`src/sv/dtes_pkg.sv`:
```
`timescale 1ns / 1ps
// ----------------------------------------------------------------------------
// dtes_pkg: shared types and constants for the date/time to epoch converter
// Status codes, stage payload types and the calendar tables.
// ----------------------------------------------------------------------------
package dtes_pkg;

  // Field widths
  localparam int unsigned YearW   = 7;
  localparam int unsigned MonthW  = 4;
  localparam int unsigned DayW    = 6;
  localparam int unsigned HourW   = 5;
  localparam int unsigned MinW    = 6;
  localparam int unsigned SecW    = 6;
  localparam int unsigned ZoneW   = 5;
  localparam int unsigned EpochW  = 33;
  localparam int unsigned StatusW = 3;

  // Internal widths
  localparam int unsigned DaysW    = 17;  // signed day count, -1 .. ~36530
  localparam int unsigned HourSumW = 7;   // signed hour plus offset
  localparam int unsigned HourSecW = 19;  // signed seconds from the hour term
  localparam int unsigned MinSecW  = 12;  // minute*60 + second

  // Calendar constants
  localparam int unsigned BaseYear   = 70;
  localparam int unsigned LeapBase   = 69;
  localparam int unsigned Century    = 100;
  localparam int unsigned DaysInYear = 365;
  localparam int unsigned SecPerDay  = 86400;
  localparam int unsigned SecPerHour = 3600;
  localparam int unsigned SecPerMin  = 60;
  localparam int unsigned MaxHour    = 23;
  localparam int unsigned MaxMinute  = 59;
  localparam int unsigned MaxSecond  = 59;

  typedef enum logic [StatusW-1:0] {
    STATUS_OK     = 3'd0,
    STATUS_MONTH  = 3'd1,
    STATUS_DAY    = 3'd2,
    STATUS_HOUR   = 3'd3,
    STATUS_MINUTE = 3'd4,
    STATUS_SECOND = 3'd5
  } status_e;

  // Stage one result: checked fields and day count
  typedef struct packed {
    status_e                  status;
    logic signed [DaysW-1:0]  days;
    logic [HourW-1:0]         hour;
    logic [MinW-1:0]          minute;
    logic [SecW-1:0]          second;
  } dec_t;

  // Stage two result: scaled partial terms
  typedef struct packed {
    status_e                    status;
    logic signed [EpochW-1:0]   day_sec;
    logic signed [HourSecW-1:0] hour_sec;
    logic [MinSecW-1:0]         min_sec;
  } scl_t;

  // Days before the first of each month in a common year
  function automatic logic [8:0] month_start(input logic [MonthW-1:0] mo);
    logic [8:0] r;
    case (mo)
      4'd2:    r = 9'd31;
      4'd3:    r = 9'd59;
      4'd4:    r = 9'd90;
      4'd5:    r = 9'd120;
      4'd6:    r = 9'd151;
      4'd7:    r = 9'd181;
      4'd8:    r = 9'd212;
      4'd9:    r = 9'd243;
      4'd10:   r = 9'd273;
      4'd11:   r = 9'd304;
      4'd12:   r = 9'd334;
      default: r = 9'd0;
    endcase
    return r;
  endfunction

  // Last accepted day of a month
  function automatic logic [DayW-1:0] month_limit(input logic [MonthW-1:0] mo,
                                                  input logic leap);
    logic [DayW-1:0] r;
    case (mo)
      4'd4, 4'd6, 4'd9, 4'd11: r = 6'd30;
      4'd2:                    r = leap ? 6'd29 : 6'd28;
      default:                 r = 6'd31;
    endcase
    return r;
  endfunction

endpackage

```
`src/sv/dtes_if.sv`:
```
`timescale 1ns / 1ps
// ----------------------------------------------------------------------------
// dtes_if: channel interfaces of the date/time to epoch converter
// Input request, result and configuration write channels.
// ----------------------------------------------------------------------------

// Input request: one calendar date and time
interface dtes_in_if;
  logic                           valid;
  logic                           ready;
  logic [dtes_pkg::YearW-1:0]     year_two_digit;
  logic [dtes_pkg::MonthW-1:0]    month;
  logic [dtes_pkg::DayW-1:0]      day;
  logic [dtes_pkg::HourW-1:0]     hour;
  logic [dtes_pkg::MinW-1:0]      minute;
  logic [dtes_pkg::SecW-1:0]      second;

  modport source (output valid, year_two_digit, month, day, hour, minute, second,
                  input ready);
  modport sink   (input valid, year_two_digit, month, day, hour, minute, second,
                  output ready);
endinterface

// Result: epoch seconds and status
interface dtes_out_if;
  logic                                valid;
  logic                                ready;
  logic signed [dtes_pkg::EpochW-1:0]  epoch_seconds;
  logic [dtes_pkg::StatusW-1:0]        status;

  modport source (output valid, epoch_seconds, status, input ready);
  modport sink   (input valid, epoch_seconds, status, output ready);
endinterface

// Configuration write: zone offset in hours
interface dtes_cfg_if;
  logic                               valid;
  logic                               ready;
  logic signed [dtes_pkg::ZoneW-1:0]  zone_offset_hours;

  modport source (output valid, zone_offset_hours, input ready);
  modport sink   (input valid, zone_offset_hours, output ready);
endinterface

```
`src/sv/dtes_decode.sv`:
```
`timescale 1ns / 1ps
// ----------------------------------------------------------------------------
// dtes_decode: field checks and day count (pipeline stage one)
// Range checks in order, leap test, and days since 1970 for the date.
// ----------------------------------------------------------------------------
module dtes_decode (
  input  logic                          clk_i,
  input  logic                          rst_ni,
  input  logic                          valid_i,
  output logic                          ready_o,
  input  logic [dtes_pkg::YearW-1:0]    year_i,
  input  logic [dtes_pkg::MonthW-1:0]   month_i,
  input  logic [dtes_pkg::DayW-1:0]     day_i,
  input  logic [dtes_pkg::HourW-1:0]    hour_i,
  input  logic [dtes_pkg::MinW-1:0]     minute_i,
  input  logic [dtes_pkg::SecW-1:0]     second_i,
  output logic                          valid_o,
  input  logic                          ready_i,
  output dtes_pkg::dec_t                data_o
);

  logic                  leap;
  logic [7:0]            full_year;
  logic [6:0]            year_off;
  logic [4:0]            leap_days;
  logic [15:0]           year_days;
  logic [15:0]           date_days;
  dtes_pkg::status_e     status;
  logic                  valid_q;
  dtes_pkg::dec_t        data_d, data_q;

  // Year 00 counts as common
  assign leap = (year_i != '0) && (year_i[1:0] == 2'b00);

  // Two-digit years below 70 are 20xx
  assign full_year = (year_i < 7'(dtes_pkg::BaseYear))
                   ? 8'(year_i) + 8'(dtes_pkg::Century) : 8'(year_i);
  assign year_off  = 7'(full_year - 8'(dtes_pkg::BaseYear));
  assign leap_days = 5'((full_year - 8'(dtes_pkg::LeapBase)) >> 2);
  assign year_days = 16'(year_off) * 16'(dtes_pkg::DaysInYear);

  assign date_days = year_days + 16'(leap_days) + 16'(dtes_pkg::month_start(month_i))
                   + 16'((month_i > 4'd2) && leap);

  // Checks in order, first failure wins
  always_comb begin
    if (month_i < 4'd1 || month_i > 4'd12) begin
      status = dtes_pkg::STATUS_MONTH;
    end else if (day_i > dtes_pkg::month_limit(month_i, leap)) begin
      status = dtes_pkg::STATUS_DAY;
    end else if (hour_i > 5'(dtes_pkg::MaxHour)) begin
      status = dtes_pkg::STATUS_HOUR;
    end else if (minute_i > 6'(dtes_pkg::MaxMinute)) begin
      status = dtes_pkg::STATUS_MINUTE;
    end else if (second_i > 6'(dtes_pkg::MaxSecond)) begin
      status = dtes_pkg::STATUS_SECOND;
    end else begin
      status = dtes_pkg::STATUS_OK;
    end
  end

  // Day zero is the day before day one
  always_comb begin
    data_d.status = status;
    data_d.days   = $signed({1'b0, date_days}) + $signed({11'b0, day_i})
                  - 17'sd1;
    data_d.hour   = hour_i;
    data_d.minute = minute_i;
    data_d.second = second_i;
  end

  // Stage register
  assign ready_o = !valid_q || ready_i;

  always_ff @(posedge clk_i or negedge rst_ni) begin
    if (!rst_ni) begin
      valid_q <= 1'b0;
    end else if (ready_o) begin
      valid_q <= valid_i;
    end
  end

  always_ff @(posedge clk_i) begin
    if (ready_o && valid_i) begin
      data_q <= data_d;
    end
  end

  assign valid_o = valid_q;
  assign data_o  = data_q;

endmodule

```
`src/sv/dtes_scale.sv`:
```
`timescale 1ns / 1ps
// ----------------------------------------------------------------------------
// dtes_scale: conversion of day, hour and minute to seconds (stage two)
// Constant multiplies of day count, offset hour and minute; adds the second.
// ----------------------------------------------------------------------------
module dtes_scale (
  input  logic                               clk_i,
  input  logic                               rst_ni,
  input  logic signed [dtes_pkg::ZoneW-1:0]  zone_i,
  input  logic                               valid_i,
  output logic                               ready_o,
  input  dtes_pkg::dec_t                     data_i,
  output logic                               valid_o,
  input  logic                               ready_i,
  output dtes_pkg::scl_t                     data_o
);

  logic signed [dtes_pkg::HourSumW-1:0] hour_sum;
  logic                                 valid_q;
  dtes_pkg::scl_t                       data_d, data_q;

  // Hour with zone offset, signed
  assign hour_sum = $signed({2'b00, data_i.hour}) + dtes_pkg::HourSumW'(zone_i);

  always_comb begin
    data_d.status   = data_i.status;
    data_d.day_sec  = dtes_pkg::EpochW'(data_i.days)
                    * $signed(dtes_pkg::EpochW'(dtes_pkg::SecPerDay));
    data_d.hour_sec = dtes_pkg::HourSecW'(hour_sum)
                    * $signed(dtes_pkg::HourSecW'(dtes_pkg::SecPerHour));
    data_d.min_sec  = 12'(data_i.minute) * 12'(dtes_pkg::SecPerMin)
                    + 12'(data_i.second);
  end

  // Stage register
  assign ready_o = !valid_q || ready_i;

  always_ff @(posedge clk_i or negedge rst_ni) begin
    if (!rst_ni) begin
      valid_q <= 1'b0;
    end else if (ready_o) begin
      valid_q <= valid_i;
    end
  end

  always_ff @(posedge clk_i) begin
    if (ready_o && valid_i) begin
      data_q <= data_d;
    end
  end

  assign valid_o = valid_q;
  assign data_o  = data_q;

endmodule

```
`src/sv/dtes_sum.sv`:
```
`timescale 1ns / 1ps
// ----------------------------------------------------------------------------
// dtes_sum: final sum and result register (stage three)
// Adds the partial terms; a failed check gives zero.
// ----------------------------------------------------------------------------
module dtes_sum (
  input  logic                                 clk_i,
  input  logic                                 rst_ni,
  input  logic                                 valid_i,
  output logic                                 ready_o,
  input  dtes_pkg::scl_t                       data_i,
  output logic                                 valid_o,
  input  logic                                 ready_i,
  output logic signed [dtes_pkg::EpochW-1:0]   epoch_o,
  output logic [dtes_pkg::StatusW-1:0]         status_o
);

  logic signed [dtes_pkg::EpochW-1:0] total;
  logic                               valid_q;
  logic signed [dtes_pkg::EpochW-1:0] epoch_d, epoch_q;
  logic [dtes_pkg::StatusW-1:0]       status_q;

  assign total = data_i.day_sec + dtes_pkg::EpochW'(data_i.hour_sec)
               + $signed(dtes_pkg::EpochW'(data_i.min_sec));

  assign epoch_d = (data_i.status == dtes_pkg::STATUS_OK) ? total : '0;

  // Output register
  assign ready_o = !valid_q || ready_i;

  always_ff @(posedge clk_i or negedge rst_ni) begin
    if (!rst_ni) begin
      valid_q <= 1'b0;
    end else if (ready_o) begin
      valid_q <= valid_i;
    end
  end

  always_ff @(posedge clk_i) begin
    if (ready_o && valid_i) begin
      epoch_q  <= epoch_d;
      status_q <= data_i.status;
    end
  end

  assign valid_o  = valid_q;
  assign epoch_o  = epoch_q;
  assign status_o = status_q;

endmodule

```
`src/sv/date_time_to_epoch_seconds.sv`:
```
`timescale 1ns / 1ps
// ----------------------------------------------------------------------------
// date_time_to_epoch_seconds: calendar date and time to seconds since 1970
// Three-stage pipeline: checks and day count, scaling, sum.
// ----------------------------------------------------------------------------
//  Channel   Dir   Carries
//  in_i      sink  year_two_digit, month, day, hour, minute, second
//  out_o     src   epoch_seconds, status
//  cfg_i     sink  zone_offset_hours (always ready)
//
// One request per cycle while out_o is ready; each stage output is registered.
// Each stage holds its own valid bit and advances when the next is empty or
// moving, so a stalled result does not stop the stages behind it filling.
// Reset clears the valid bits and sets the zone offset to minus one.
// The zone offset is sampled in stage two.
// ----------------------------------------------------------------------------
module date_time_to_epoch_seconds (
  input  logic       clk_i,
  input  logic       rst_ni,
  dtes_in_if.sink    in_i,
  dtes_out_if.source out_o,
  dtes_cfg_if.sink   cfg_i
);

  logic signed [dtes_pkg::ZoneW-1:0] zone_q;
  logic                              dec_valid, dec_ready;
  logic                              scl_valid, scl_ready;
  dtes_pkg::dec_t                    dec_data;
  dtes_pkg::scl_t                    scl_data;

  // Zone offset register
  assign cfg_i.ready = 1'b1;

  always_ff @(posedge clk_i or negedge rst_ni) begin
    if (!rst_ni) begin
      zone_q <= -5'sd1;
    end else if (cfg_i.valid) begin
      zone_q <= cfg_i.zone_offset_hours;
    end
  end

  dtes_decode u_decode (
    .clk_i    (clk_i),
    .rst_ni   (rst_ni),
    .valid_i  (in_i.valid),
    .ready_o  (in_i.ready),
    .year_i   (in_i.year_two_digit),
    .month_i  (in_i.month),
    .day_i    (in_i.day),
    .hour_i   (in_i.hour),
    .minute_i (in_i.minute),
    .second_i (in_i.second),
    .valid_o  (dec_valid),
    .ready_i  (dec_ready),
    .data_o   (dec_data)
  );

  dtes_scale u_scale (
    .clk_i   (clk_i),
    .rst_ni  (rst_ni),
    .zone_i  (zone_q),
    .valid_i (dec_valid),
    .ready_o (dec_ready),
    .data_i  (dec_data),
    .valid_o (scl_valid),
    .ready_i (scl_ready),
    .data_o  (scl_data)
  );

  dtes_sum u_sum (
    .clk_i    (clk_i),
    .rst_ni   (rst_ni),
    .valid_i  (scl_valid),
    .ready_o  (scl_ready),
    .data_i   (scl_data),
    .valid_o  (out_o.valid),
    .ready_i  (out_o.ready),
    .epoch_o  (out_o.epoch_seconds),
    .status_o (out_o.status)
  );

endmodule
```
`src/flat_wrapper.sv`:
```
// flat-port wrapper written by rule: the top's interface ports become plain ports
module date_time_to_epoch_seconds_flat 
  (clk_i, rst_ni, in_i_valid, in_i_year_two_digit, in_i_month, in_i_day, in_i_hour, in_i_minute, in_i_second, in_i_ready, out_o_valid, out_o_epoch_seconds, out_o_status, out_o_ready, cfg_i_valid, cfg_i_zone_offset_hours, cfg_i_ready);
  dtes_in_if in_i_i ();
  dtes_out_if out_o_i ();
  dtes_cfg_if cfg_i_i ();
  input  logic clk_i;
  input  logic rst_ni;
  input wire logic [$bits(in_i_i.valid)-1:0] in_i_valid;
  input wire logic [$bits(in_i_i.year_two_digit)-1:0] in_i_year_two_digit;
  input wire logic [$bits(in_i_i.month)-1:0] in_i_month;
  input wire logic [$bits(in_i_i.day)-1:0] in_i_day;
  input wire logic [$bits(in_i_i.hour)-1:0] in_i_hour;
  input wire logic [$bits(in_i_i.minute)-1:0] in_i_minute;
  input wire logic [$bits(in_i_i.second)-1:0] in_i_second;
  output wire logic [$bits(in_i_i.ready)-1:0] in_i_ready;
  output wire logic [$bits(out_o_i.valid)-1:0] out_o_valid;
  output wire logic [$bits(out_o_i.epoch_seconds)-1:0] out_o_epoch_seconds;
  output wire logic [$bits(out_o_i.status)-1:0] out_o_status;
  input wire logic [$bits(out_o_i.ready)-1:0] out_o_ready;
  input wire logic [$bits(cfg_i_i.valid)-1:0] cfg_i_valid;
  input wire logic [$bits(cfg_i_i.zone_offset_hours)-1:0] cfg_i_zone_offset_hours;
  output wire logic [$bits(cfg_i_i.ready)-1:0] cfg_i_ready;
  assign in_i_i.valid = in_i_valid;
  assign in_i_i.year_two_digit = in_i_year_two_digit;
  assign in_i_i.month = in_i_month;
  assign in_i_i.day = in_i_day;
  assign in_i_i.hour = in_i_hour;
  assign in_i_i.minute = in_i_minute;
  assign in_i_i.second = in_i_second;
  assign in_i_ready = in_i_i.ready;
  assign out_o_valid = out_o_i.valid;
  assign out_o_epoch_seconds = out_o_i.epoch_seconds;
  assign out_o_status = out_o_i.status;
  assign out_o_i.ready = out_o_ready;
  assign cfg_i_i.valid = cfg_i_valid;
  assign cfg_i_i.zone_offset_hours = cfg_i_zone_offset_hours;
  assign cfg_i_ready = cfg_i_i.ready;
  date_time_to_epoch_seconds u_core (.clk_i(clk_i), .rst_ni(rst_ni), .in_i(in_i_i), .out_o(out_o_i), .cfg_i(cfg_i_i));
endmodule
```
`config.mk`:
```
export PLATFORM = sky130hd
export DESIGN_NAME = date_time_to_epoch_seconds_flat
export DESIGN_NICKNAME = d
export VERILOG_FILES = /design/src/sv/dtes_pkg.sv /design/src/sv/dtes_if.sv /design/src/sv/dtes_decode.sv /design/src/sv/dtes_scale.sv /design/src/sv/dtes_sum.sv /design/src/sv/date_time_to_epoch_seconds.sv /design/src/flat_wrapper.sv
export SDC_FILE = /design/constraint.sdc
export NUM_CORES = 1
export LEC_CHECK = 0
export ABC_AREA = 1
export BUFFER_PORTS_ARGS = -buffer_cell sky130_fd_sc_hd__buf_4
export CAP_MARGIN = 0
export CORE_AREA = 2 2 165 167
export CTS_CLUSTER_DIAMETER = 120
export DETAILED_ROUTE_END_ITERATION = 10
export DIE_AREA = 0 0 167 169
export GPL_TIMING_DRIVEN = 0
export PLACE_DENSITY = 0.75
export SETUP_SLACK_MARGIN = 0.15
export SLEW_MARGIN = 20
export SYNTH_ARGS = -nofsm -noshare
export SYNTH_HDL_FRONTEND = slang
export SYNTH_SLANG_ARGS = --single-unit
```
`constraint.sdc`:
```
create_clock -name clk_i -period 5.1 [get_ports clk_i]
set_input_delay 0.51 -clock clk_i [delete_from_list [all_inputs] [get_ports clk_i]]
set_output_delay 0.51 -clock clk_i [all_outputs]
set_load 0.02 [all_outputs]
```
==> metrics <==
critical path data arrival time=5.97 ns; Via Count=11,600; Die Span Y=169 µm; Area Overhead vs Synth=21.3%; Detailed Routing Iterations Pass 1=5; HPWL Detailed=24,400 µm; crit path time final=5.78 ns; nets=2,225; DR WL/cell=15.5 µm; CTS Buffer Depth=2; largest net degree at the start of global routing=38; failing checks=setup timing; Netlist cell types=56; Chip Width=167 µm; Finished Core Util=0.677; clk sinks=137; largest stage delay on the critical path=0.50 ns; worst hold path class=input pin to flip-flop; Initial Util=0.558; CTS root buffer=clkbuf_16; relative slew slack=0.442; dominant cell type by area after synthesis=edfxtp_1; initial drt markers=643; Max Freq=0.173 GHz; final setup violation count=13; status=complete, but fails checks; synth warn=0; fin crit share=1.13; Final Max Slew Viols=0; layout cells sized above 1=0.196; port buffer count=81; crit path max fanout=6; final setup margin=-0.677 ns; Die Area=28,200 µm²; worst path required time=5.29 ns; CTS tree=built; max_cap viols=0; CP max stage cell=fa_1; core area=26,500 µm²; Critical Path Most Common Cell=inv_2; first-pass GRT wire length=53,400 µm; ys async rst share=0.0584; Setup crit start kind=input pin; H-tree lvl count=4; via count of the first global-routing pass=11,900; CTS clock-pin slew for the worst setup and hold paths=0.08 ns; cell count after synthesis=1,654; clock skew=0.0134 ns; endpoint class of the critical path=flip-flop; sequential share of the synthesized area=0.276; row count=60; Synth area leaders=edfxtp_1, ha_1, fa_1; routed vias/inst=5.33; total gr overflow=0; crit path kind=input pin to flip-flop; GRT Overall Usage=0.232; initial antenna violation count=0; ANT nets after route=0; flop and latch count out of synthesis=137; Clock Latency Late Sink=0.44 ns; RSZ-0062 raised after global routing=true; Worst-Margin Slew=0.830 ns; Synth Flop Type=edfxtp_1; Final GP Congestion=0.941; number of flops mapped to enable cells by yosys=129; top cell type's share of synthesized area=0.262; final hold vios=0; post-synthesis cell area=14,800 µm²; CTS Buf Count=17; Mean Syn Cell Area=8.95 µm²; ANT cells=0; IO Pins=83; syn_nets=2,058; final WL=33,700 µm; # DRC=0
layer usage:
metal  routed length, µm  track usage
met1               12900        0.257
met2               17900        0.443
met3                1250       0.0283
met4                1630        0.104
met5                   0            0
synth_stat cells, types with 3 or more instances:
cell,number
a31oi_1,9
xnor2_1,23
dfrtp_1,3
o21ai_0,60
inv_2,3
edfxtp_1,129
a21o_1,3
inv_1,389
ha_1,262
nor3_1,13
dfstp_2,5
nand3_1,46
nand3_2,9
fa_1,98
o21bai_1,12
nand2_1,267
o21ai_1,3
nand4_1,21
nor2_1,78
xor2_1,56
o21a_1,3
a21oi_1,99
mux2_2,4
nand2_2,14
logic make-up (layout without fill, tap and decap cells):
kind of cell               after synthesis  after routing  synth area share
xor gates and xnor gates                81             81            0.0497
AOI/OAI and AO/OA                      208            208            0.0786
and+or+nand+nor                        466            466             0.138
DFF                                    137            137             0.276
buffers and inverters                  397            577             0.101
adders and majority gates              360            360             0.354
muxes                                    4              4           0.00304
other                                    1              1          0.000253
metrics by stage:
stage / hold WS (ns) / worst slack [ns] / cell area (µm²) / TNS [ns] / cells
after global routing: 0.224 / -0.862 / 18000 / -8.11 / 2175
after detailed placement: 0.338 / -1.36 / 16100 / -13.27 / 2079
after CTS: 0.221 / -0.441 / 17500 / -3.00 / 2153
final: 0.240 / -0.677 / 18000 / -6.10 / 2175
after global placement: 0.331 / -1.26 / 16100 / -11.98 / 2076
after floorplan: 0.214 / -0.732 / 15000 / -5.59 / 1654
area by class of cell:
cell class	instances	area [µm²]
plain buffers	5	31.3
fillers	1921	8550
clock buffers	17	425
flip-flops and latches	137	4080
clock inverters	15	194
well taps	341	427
repair buffers	148	1250
inverters	392	1500
multi-input cells	1120	10000
cells in the final DEF (no fill, tap or decap), types with 10 or more instances in the layout:
| cell | count |
|---|---|
| o21bai_1 | 11 |
| buf_4 | 131 |
| nor3_1 | 12 |
| nand4_1 | 21 |
| a21oi_1 | 88 |
| xnor2_1 | 21 |
| o21ai_0 | 51 |
| fa_1 | 95 |
| nor2_1 | 73 |
| edfxtp_1 | 129 |
| xor2_1 | 43 |
| ha_1 | 234 |
| buf_6 | 10 |
| clkbuf_16 | 17 |
| ha_4 | 27 |
| nand3_1 | 41 |
| nand2_2 | 26 |
| inv_2 | 20 |
| nand2_1 | 250 |
| nand3_2 | 11 |
| inv_1 | 362 |
flip-flops by register name, summed over array words and instances, names as in the netlist:
signal                   count
u_core.u_sum.epoch_o        33
u_core.u_sum.status_o        3
u_core.zone_q                5
u_core.u_sum.valid_o         1
u_core.u_decode.data_o      37
u_core.u_scale.valid_o       1
u_core.u_scale.data_o       56
u_core.u_decode.valid_o      1
critical path: cells and delay by family:
| family | cells | cell delay (ns) |
|---|---|---|
| xor+xnor | 3 | 0.52 |
| fa+ha+maj | 8 | 2.61 |
| compound gates | 2 | 0.31 |
| simple gates | 14 | 1.37 |
| buf+inv | 8 | 0.65 |
path summary, 6_finish.rpt:
path | start | end | slack (ns) | cells past startpoint
max in group asynchronous | rst_ni | u_core.zone_q[3]$_DFFE_PN1P_ | 4.45 | 2
max | in_i_year_two_digit[4] | u_core.u_decode.data_o[33]$_DFFE_PP_ | -0.68 | 35
min | in_i_minute[1] | u_core.u_decode.data_o[7]$_DFFE_PP_ | 0.24 | 1
min reg2reg | u_core.u_decode.data_o[34]$_SDFFCE_PP1P_ | u_core.u_scale.data_o[64]$_DFFE_PP_ | 0.43 | 0
max reg2reg | u_core.zone_q[0]$_DFFE_PN1P_ | u_core.u_scale.data_o[30]$_DFFE_PP_ | 0.05 | 22
min in group asynchronous | rst_ni | u_core.u_scale.valid_o$_DFFE_PN0P_ | 0.44 | 2
repair_timing:
item	4_1_cts	5_1_grt
setup endpoints to repair	15	16
hold buffers	1	0
resized for setup	82	58
pin swaps	63	53
gates cloned	0	0
buffers inserted	41	22
endpoints found under the hold margin	3	0
Power is left out: the tool's default activity adds up to more than one toggle a clock period on the data nets, which glitch-free logic cannot reach.
